File: src/sv/dtyp_pkg.sv
// ----------------------------------------------------------------------------
// dtyp_pkg
// Shared types, constants and helper functions for the direction to yaw/pitch
// unit.
// ----------------------------------------------------------------------------
package dtyp_pkg;

    localparam int STEP_W     = 5;
    localparam int MAX_STEPS  = 30;
    localparam int CORDIC_W   = 36;
    localparam int ANG_W      = 35;
    localparam int ANGLE_W    = 25;
    localparam int IN_W       = 32;
    localparam int S_DATA_W   = 96;
    localparam int M_DATA_W   = 56;

    localparam logic [ANGLE_W-1:0] TURN_Q16   = 25'd23592960;
    localparam logic [ANGLE_W-1:0] DEG90_Q16  = 25'd5898240;
    localparam logic [ANGLE_W-1:0] DEG180_Q16 = 25'd11796480;
    localparam logic [ANGLE_W-1:0] DEG270_Q16 = 25'd17694720;
    localparam logic signed [ANG_W-1:0] HALF_TURN_Q24 = 35'sd3019898880;
    localparam logic [29:0] INV_GAIN_Q30 = 30'd652032874;

    typedef enum logic [2:0] {
        ST_IDLE,
        ST_YAW,
        ST_MUL_LO,
        ST_MUL_HI,
        ST_PITCH_INIT,
        ST_PITCH,
        ST_FINISH
    } state_t;

    typedef struct packed {
        logic              load;
        logic              step;
        logic              mul_lo;
        logic              mul_hi;
        logic              pitch_init;
        logic              finish;
        logic [STEP_W-1:0] iter;
    } cmd_t;

    function automatic logic signed [ANG_W-1:0] atan_q24(input logic [STEP_W-1:0] idx);
        logic signed [ANG_W-1:0] v;
        case (idx)
            5'd0:  v = 35'sd754974720;
            5'd1:  v = 35'sd445687602;
            5'd2:  v = 35'sd235489088;
            5'd3:  v = 35'sd119537938;
            5'd4:  v = 35'sd60000934;
            5'd5:  v = 35'sd30029717;
            5'd6:  v = 35'sd15018523;
            5'd7:  v = 35'sd7509720;
            5'd8:  v = 35'sd3754917;
            5'd9:  v = 35'sd1877466;
            5'd10: v = 35'sd938734;
            5'd11: v = 35'sd469367;
            5'd12: v = 35'sd234684;
            5'd13: v = 35'sd117342;
            5'd14: v = 35'sd58671;
            5'd15: v = 35'sd29335;
            5'd16: v = 35'sd14668;
            5'd17: v = 35'sd7334;
            5'd18: v = 35'sd3667;
            5'd19: v = 35'sd1833;
            5'd20: v = 35'sd917;
            5'd21: v = 35'sd458;
            5'd22: v = 35'sd229;
            5'd23: v = 35'sd115;
            5'd24: v = 35'sd57;
            5'd25: v = 35'sd29;
            5'd26: v = 35'sd14;
            5'd27: v = 35'sd7;
            5'd28: v = 35'sd4;
            5'd29: v = 35'sd2;
            default: v = '0;
        endcase
        return v;
    endfunction

    // Q.24 degrees -> rounded Q.16, folded into [0, 360)
    function automatic logic [ANGLE_W-1:0] wrap_q16(input logic signed [ANG_W-1:0] a);
        logic signed [ANG_W-1:0] s;
        logic signed [ANG_W-9:0] r;
        logic signed [ANG_W-9:0] turn;
        s    = a + 35'sd128;
        r    = $signed(s[ANG_W-1:8]);
        turn = $signed({2'b00, TURN_Q16});
        if (r < 0)
        begin
            r = r + turn;
        end
        if (r >= turn)
        begin
            r = r - turn;
        end
        return r[ANGLE_W-1:0];
    endfunction

endpackage

File: src/sv/dtyp_ctrl.sv
// ----------------------------------------------------------------------------
// dtyp_ctrl
// Sequencer: input handshake, two CORDIC passes, magnitude multiply and the
// output word handshake.
// ----------------------------------------------------------------------------
module dtyp_ctrl #(
    parameter int CORDIC_STEPS = 20
) (
    input  logic             clk,
    input  logic             rst_n,
    input  logic             s_tvalid,
    output logic             s_tready,
    output logic             m_tvalid,
    input  logic             m_tready,
    output dtyp_pkg::cmd_t   cmd
);

    localparam int NSTEPS = (CORDIC_STEPS < dtyp_pkg::MAX_STEPS) ?
                            CORDIC_STEPS : dtyp_pkg::MAX_STEPS;
    localparam logic [dtyp_pkg::STEP_W-1:0] LAST = dtyp_pkg::STEP_W'(NSTEPS - 1);

    dtyp_pkg::state_t state_reg, state_next;
    logic [dtyp_pkg::STEP_W-1:0] cnt_reg, cnt_next;
    logic out_valid_reg, out_valid_next;

    always_ff @(posedge clk or negedge rst_n)
    begin
        if (!rst_n)
        begin
            state_reg     <= dtyp_pkg::ST_IDLE;
            cnt_reg       <= '0;
            out_valid_reg <= 1'b0;
        end
        else
        begin
            state_reg     <= state_next;
            cnt_reg       <= cnt_next;
            out_valid_reg <= out_valid_next;
        end
    end

    always_comb
    begin
        state_next     = state_reg;
        cnt_next       = cnt_reg;
        cmd            = '0;
        cmd.iter       = cnt_reg;
        s_tready       = 1'b0;
        out_valid_next = out_valid_reg && !m_tready;
        unique case (state_reg)
            dtyp_pkg::ST_IDLE:
            begin
                s_tready = 1'b1;
                if (s_tvalid)
                begin
                    cmd.load   = 1'b1;
                    cnt_next   = '0;
                    state_next = dtyp_pkg::ST_YAW;
                end
            end
            dtyp_pkg::ST_YAW:
            begin
                cmd.step = 1'b1;
                cnt_next = cnt_reg + 1'b1;
                if (cnt_reg == LAST)
                begin
                    cnt_next   = '0;
                    state_next = dtyp_pkg::ST_MUL_LO;
                end
            end
            dtyp_pkg::ST_MUL_LO:
            begin
                cmd.mul_lo = 1'b1;
                state_next = dtyp_pkg::ST_MUL_HI;
            end
            dtyp_pkg::ST_MUL_HI:
            begin
                cmd.mul_hi = 1'b1;
                state_next = dtyp_pkg::ST_PITCH_INIT;
            end
            dtyp_pkg::ST_PITCH_INIT:
            begin
                cmd.pitch_init = 1'b1;
                state_next     = dtyp_pkg::ST_PITCH;
            end
            dtyp_pkg::ST_PITCH:
            begin
                cmd.step = 1'b1;
                cnt_next = cnt_reg + 1'b1;
                if (cnt_reg == LAST)
                begin
                    cnt_next   = '0;
                    state_next = dtyp_pkg::ST_FINISH;
                end
            end
            dtyp_pkg::ST_FINISH:
            begin
                if (!out_valid_reg || m_tready)
                begin
                    cmd.finish     = 1'b1;
                    out_valid_next = 1'b1;
                    state_next     = dtyp_pkg::ST_IDLE;
                end
            end
            default:
            begin
                state_next = dtyp_pkg::ST_IDLE;
            end
        endcase
    end

    assign m_tvalid = out_valid_reg;

endmodule

File: src/sv/dtyp_datapath.sv
// ----------------------------------------------------------------------------
// dtyp_datapath
// Shared CORDIC vectoring stage, gain-correction multiplier, angle wrap and
// output register.
// ----------------------------------------------------------------------------
module dtyp_datapath (
    input  logic                            clk,
    input  dtyp_pkg::cmd_t                  cmd,
    input  logic [dtyp_pkg::S_DATA_W-1:0]   s_tdata,
    output logic [dtyp_pkg::M_DATA_W-1:0]   m_tdata
);

    localparam int W  = dtyp_pkg::CORDIC_W;
    localparam int AW = dtyp_pkg::ANG_W;
    localparam int OW = dtyp_pkg::ANGLE_W;

    logic signed [W-1:0]  x_reg, x_next, y_reg, y_next;
    logic signed [AW-1:0] ang_reg, ang_next;
    logic [63:0]          acc_reg, acc_next;
    logic signed [dtyp_pkg::IN_W-1:0] z_reg;
    logic x_zero_reg, y_zero_reg, z_zero_reg, x_pos_reg, y_pos_reg, z_pos_reg;
    logic [OW-1:0] yaw_reg, yaw_next;
    logic [OW-1:0] pitch_out_reg, yaw_out_reg, pitch_next;

    logic signed [dtyp_pkg::IN_W-1:0] in_x, in_y, in_z;
    logic signed [W-1:0]  ext_x, ext_y, dx, dy;
    logic signed [AW-1:0] atan_v;
    logic [16:0]          mul_opnd;
    logic [46:0]          prod;
    logic [63:0]          rnd;

    assign in_x = $signed(s_tdata[31:0]);
    assign in_y = $signed(s_tdata[63:32]);
    assign in_z = $signed(s_tdata[95:64]);
    assign ext_x = W'(in_x);
    assign ext_y = W'(in_y);

    assign dx     = y_reg >>> cmd.iter;
    assign dy     = x_reg >>> cmd.iter;
    assign atan_v = dtyp_pkg::atan_q24(cmd.iter);

    assign mul_opnd = cmd.mul_lo ? x_reg[16:0] : x_reg[33:17];
    assign prod     = 47'(mul_opnd) * 47'(dtyp_pkg::INV_GAIN_Q30);
    assign rnd      = acc_reg + 64'h0000_0000_2000_0000;

    always_comb
    begin
        x_next   = x_reg;
        y_next   = y_reg;
        ang_next = ang_reg;
        acc_next = acc_reg;
        if (cmd.load)
        begin
            if (in_x < 0)
            begin
                x_next   = -ext_x;
                y_next   = -ext_y;
                ang_next = dtyp_pkg::HALF_TURN_Q24;
            end
            else
            begin
                x_next   = ext_x;
                y_next   = ext_y;
                ang_next = '0;
            end
        end
        else if (cmd.step)
        begin
            if (!y_reg[W-1])
            begin
                x_next   = x_reg + dx;
                y_next   = y_reg - dy;
                ang_next = ang_reg + atan_v;
            end
            else
            begin
                x_next   = x_reg - dx;
                y_next   = y_reg + dy;
                ang_next = ang_reg - atan_v;
            end
        end
        else if (cmd.pitch_init)
        begin
            x_next   = $signed({2'b00, rnd[63:30]});
            y_next   = W'(z_reg);
            ang_next = '0;
        end
        if (cmd.mul_lo)
        begin
            acc_next = 64'(prod);
        end
        else if (cmd.mul_hi)
        begin
            acc_next = acc_reg + (64'(prod) << 17);
        end
    end

    always_comb
    begin
        yaw_next = yaw_reg;
        if (cmd.mul_lo)
        begin
            if (x_zero_reg && y_zero_reg)
            begin
                yaw_next = '0;
            end
            else if (y_zero_reg)
            begin
                yaw_next = x_pos_reg ? '0 : dtyp_pkg::DEG180_Q16;
            end
            else if (x_zero_reg)
            begin
                yaw_next = y_pos_reg ? dtyp_pkg::DEG90_Q16 : dtyp_pkg::DEG270_Q16;
            end
            else
            begin
                yaw_next = dtyp_pkg::wrap_q16(ang_reg);
            end
        end
    end

    always_comb
    begin
        if (x_zero_reg && y_zero_reg)
        begin
            pitch_next = z_pos_reg ? dtyp_pkg::DEG270_Q16 : dtyp_pkg::DEG90_Q16;
        end
        else if (z_zero_reg)
        begin
            pitch_next = dtyp_pkg::TURN_Q16;
        end
        else
        begin
            pitch_next = dtyp_pkg::TURN_Q16 - dtyp_pkg::wrap_q16(ang_reg);
        end
    end

    always_ff @(posedge clk)
    begin
        x_reg   <= x_next;
        y_reg   <= y_next;
        ang_reg <= ang_next;
        acc_reg <= acc_next;
        yaw_reg <= yaw_next;
        if (cmd.load)
        begin
            z_reg      <= in_z;
            x_zero_reg <= (in_x == 0);
            y_zero_reg <= (in_y == 0);
            z_zero_reg <= (in_z == 0);
            x_pos_reg  <= (in_x > 0);
            y_pos_reg  <= (in_y > 0);
            z_pos_reg  <= (in_z > 0);
        end
        if (cmd.finish)
        begin
            pitch_out_reg <= pitch_next;
            yaw_out_reg   <= yaw_reg;
        end
    end

    assign m_tdata = {6'b000000, yaw_out_reg, pitch_out_reg};

endmodule

File: src/sv/direction_to_yaw_pitch_unit.sv
// ----------------------------------------------------------------------------
// direction_to_yaw_pitch_unit
// Converts a Q16.16 direction vector into yaw and inverted pitch in Q9.16
// degrees using CORDIC vectoring.
// ----------------------------------------------------------------------------
// One word in gives one word out. A new word is taken only in the idle state,
// once the previous word has been through every step: the accepting cycle
// loads the vector, then the yaw and pitch passes run back to back through one
// shared CORDIC iteration stage for min(CORDIC_STEPS, 30) iterations each, with
// the magnitude gain multiply in a low and a high state (split in 17-bit
// halves), a state to seed the pitch pass and a state to register the result.
// The next word is accepted while the previous result waits in the output
// register; it then holds in its last step until that result is taken.
module direction_to_yaw_pitch_unit #(
    parameter int CORDIC_STEPS = 20
) (
    input  logic        clk,
    input  logic        rst_n,
    input  logic        s_tvalid,
    output logic        s_tready,
    input  logic [95:0] s_tdata,   // dir_x[31:0], dir_y[63:32], dir_z[95:64]
    output logic        m_tvalid,
    input  logic        m_tready,
    output logic [55:0] m_tdata    // pitch_angle[24:0], yaw_angle[49:25], zero pad
);

    dtyp_pkg::cmd_t cmd;

    dtyp_ctrl #(
        .CORDIC_STEPS (CORDIC_STEPS)
    ) u_ctrl (
        .clk      (clk),
        .rst_n    (rst_n),
        .s_tvalid (s_tvalid),
        .s_tready (s_tready),
        .m_tvalid (m_tvalid),
        .m_tready (m_tready),
        .cmd      (cmd)
    );

    dtyp_datapath u_datapath (
        .clk     (clk),
        .cmd     (cmd),
        .s_tdata (s_tdata),
        .m_tdata (m_tdata)
    );

endmodule
File: config.mk
export PLATFORM = sky130hd
export DESIGN_NAME = direction_to_yaw_pitch_unit
export DESIGN_NICKNAME = d
export VERILOG_FILES = /design/src/sv/dtyp_pkg.sv /design/src/sv/dtyp_ctrl.sv /design/src/sv/dtyp_datapath.sv /design/src/sv/direction_to_yaw_pitch_unit.sv
export SDC_FILE = /design/constraint.sdc
export NUM_CORES = 2
export LEC_CHECK = 0
export BUFFER_PORTS_ARGS = -buffer_cell sky130_fd_sc_hd__buf_2
export CORE_MARGIN = 8
export CORE_UTILIZATION = 60
export CTS_CLUSTER_DIAMETER = 50
export DETAILED_ROUTE_END_ITERATION = 10
export MAX_ROUTING_LAYER = met4
export PLACE_DENSITY = 0.75
export SLEW_MARGIN = 20
export SYNTH_ARGS = -nofsm -noshare
export SYNTH_HDL_FRONTEND = slang
export SYNTH_HIERARCHICAL = 1
export SYNTH_SLANG_ARGS = --single-unit
File: constraint.sdc
create_clock -name clk -period 18.9 [get_ports clk]
set_clock_uncertainty 0.15 [all_clocks]
set_input_delay 0.945 -clock clk [delete_from_list [all_inputs] [get_ports clk]]
set_output_delay 0.945 -clock clk [all_outputs]
set_load 0.01 [all_outputs]
==> out/qor.yml <==
outcome: "finished, final reports clean"
hold_viol: 0
fin_crit_sh: 0.579
crit_start: "u_ctrl/state_reg[1]"
crit_family: "adder cells"
ys_ff_latch: 275
drc: 0
crit_top_cell: "inv_1"
slew_headroom: 0.241
max_freq_mhz: 91.4
drt_wl_total_um: 117000
slowest_delay_ns: 0.87
setup.worst_path.end: "u_datapath/acc_reg[62]"
path_clk_slew_ns: 0.06
cp_data_required_time_ns: 19.23
layout_common_cells: "inv_1, ha_1, nor2_1"
tritoncts: "done"
dpl.hpwl_um: 94800
num_io_pins: 158
synthCells: 4166
grt_max_degree: 99
synth_compound_area_frac: 0.175
slew_viol_final: 0
vias: 32300
multiInputGateArea_um2: 27400
cp.depth: 36
yosysWarningCount: 6
placed_area_um2: 39000
stdcell_area_um2: 40300
fin_nets: 4865
post-cts-setup-buffer-count: 0
period_needed_ns: 10.94
drv_cap: 0
postCtsHoldBufs: 0
grtUsageTotal: 0.331
cts_made_buffers: 40
first_pass_iters: 7
worstSetupPathType: "flop to flop"
syn_area_um2: 37700
cp-end-kind: "flop"
start_kind: "flop"
synth_cell_type_count: 110
portBuffers: 151
critPathArrivalTime_ns: 11.27
area_growth_syn_to_layout_pct: 6.92
drt_iter0_drc: 3124
wl_per_cell_um: 22.9
cts_max_level: 2
hp-class: "input pin to async pin"
design.core.area_um2: 62600
viasPerCell: 6.32
rsz0062_at_grt: "no"
reg2reg_to: "u_datapath/acc_reg[62]"
avgSynthCellArea_um2: 9.05
synth_enable_flop_cells: 249
cts_sinks: 275
final.setup.tns_ns: 0
crit_slowest_cell: "a2111oi_0"
ys.flop_type: "edfxtp_1"
largest_register_ffs: 46
clock_path_buffers: 3
ant_nets: 0
yosys.area_share.simple: 0.149
antenna_found_initial: 2
ys_seq_area_frac: 0.213
synthArstFlopShare: 0.0327
synthAdderAreaFrac: 0.215
path_buf_inv: 7
die_x_um: 267
synth_xor_area_frac: 0.0894
reg2reg_setup_slack_ns: 7.96
reg2regPathDepth: 36
globalplace.congestion: 1.02
grt_pass1_vias: 31000
postCtsResizedCells: 0
globalRouteOverflowTotal: 0
fin_hold_ws_ns: 0.0642
start_util: 0.602
layout_commonest_cell: "inv_1"
seqCellArea_um2: 8050
r2r_start: "u_ctrl/state_reg[1]"
tightestPinTransition_ns: 1.13
fillCellCount: 5447
die_y_um: 267
path_max_fanout: 45
yosys-mux-area-fraction: 0.0958
setup_violations: 0
rows: 92
drive_gt1_frac: 0.112
grt_pass1_wl_um: 179000
insertion_delay_ns: 0.58
root_buffer: "clkbuf_16"
die_area_um2: 71100
synth_top_family_by_area: "adder cells"
-- how the worst min path moves through the flow --
stage	startpoint	to	slack, ns	cells past startpoint
final	rst_n	u_ctrl/cnt_reg[0]	0.06	1
after detailed placement	u_datapath/yaw_reg[18]	u_datapath/yaw_out_reg[18]	0.26	0
after CTS	rst_n	u_ctrl/m_tvalid	0.04	1
after global placement	u_datapath/yaw_reg[14]	u_datapath/yaw_out_reg[14]	0.25	0
after global routing	rst_n	u_ctrl/cnt_reg[0]	0.06	1
after floorplan	u_datapath/yaw_reg[0]	u_datapath/yaw_out_reg[0]	0.25	0
-- synthesized netlist by cell type, types with 44 or more instances --
master	number	area [um^2]
inv_1	407	1530
nand3_1	82	410
and3_1	51	319
nand2_1	288	1080
nor2_1	327	1230
nor2b_1	46	288
ha_1	337	4220
xor2_1	160	1400
a21o_1	111	833
a211oi_1	53	398
mux4_2	103	2320
a21oi_1	293	1470
mux2i_1	72	721
clkbuf_1	92	345
edfxtp_1	249	7480
o21ai_0	247	1240
xnor2_1	223	1950
nor3_1	71	355
mux2_2	50	563
nand2b_1	46	288
fa_1	195	3900
a31oi_1	44	275
-- per-layer routing --
metal	part of all wire	global-route usage	wire length, um	up-vias
li1	-	-	-	15100
met1	0.39	0.393	45300	15500
met2	0.49	0.551	56800	1329
met3	0.063	0.0402	7350	330
met4	0.064	0.177	7440	0
met5	0	-	0	-
-- through the flow --
stage           util  std cells  setup WS, ns
2_1_floorplan      -       4171          7.44
3_3_place_gp   0.623       5037          8.23
3_5_place_dp   0.623       5037          8.08
4_1_cts        0.644       5110          8.05
5_1_grt        0.644       5112          7.19
6_report       0.644       5113          7.96
-- kinds of logic after synthesis --
family                     Yosys count
AOI/OAI and AO/OA                 1039
xor gates and xnor gates           384
adders and majority gates          532
buffers and inverters              574
DFF                                275
muxes                              226
other                                1
and+or+nand+nor                   1135
-- final cells by class --
| type | count | area share |
|---|---|---|
| antenna | 3 | 0.000186 |
| clock buffer | 45 | 0.0261 |
| clock inverter | 28 | 0.00568 |
| inverter | 412 | 0.0384 |
| multi-input combinational | 3322 | 0.679 |
| sequential | 275 | 0.200 |
| tap | 846 | 0.0263 |
| timing repair buffer | 182 | 0.0245 |
Power is not shown: default switching activity piles up to over one toggle a cycle in this logic, so the estimate is an artifact.
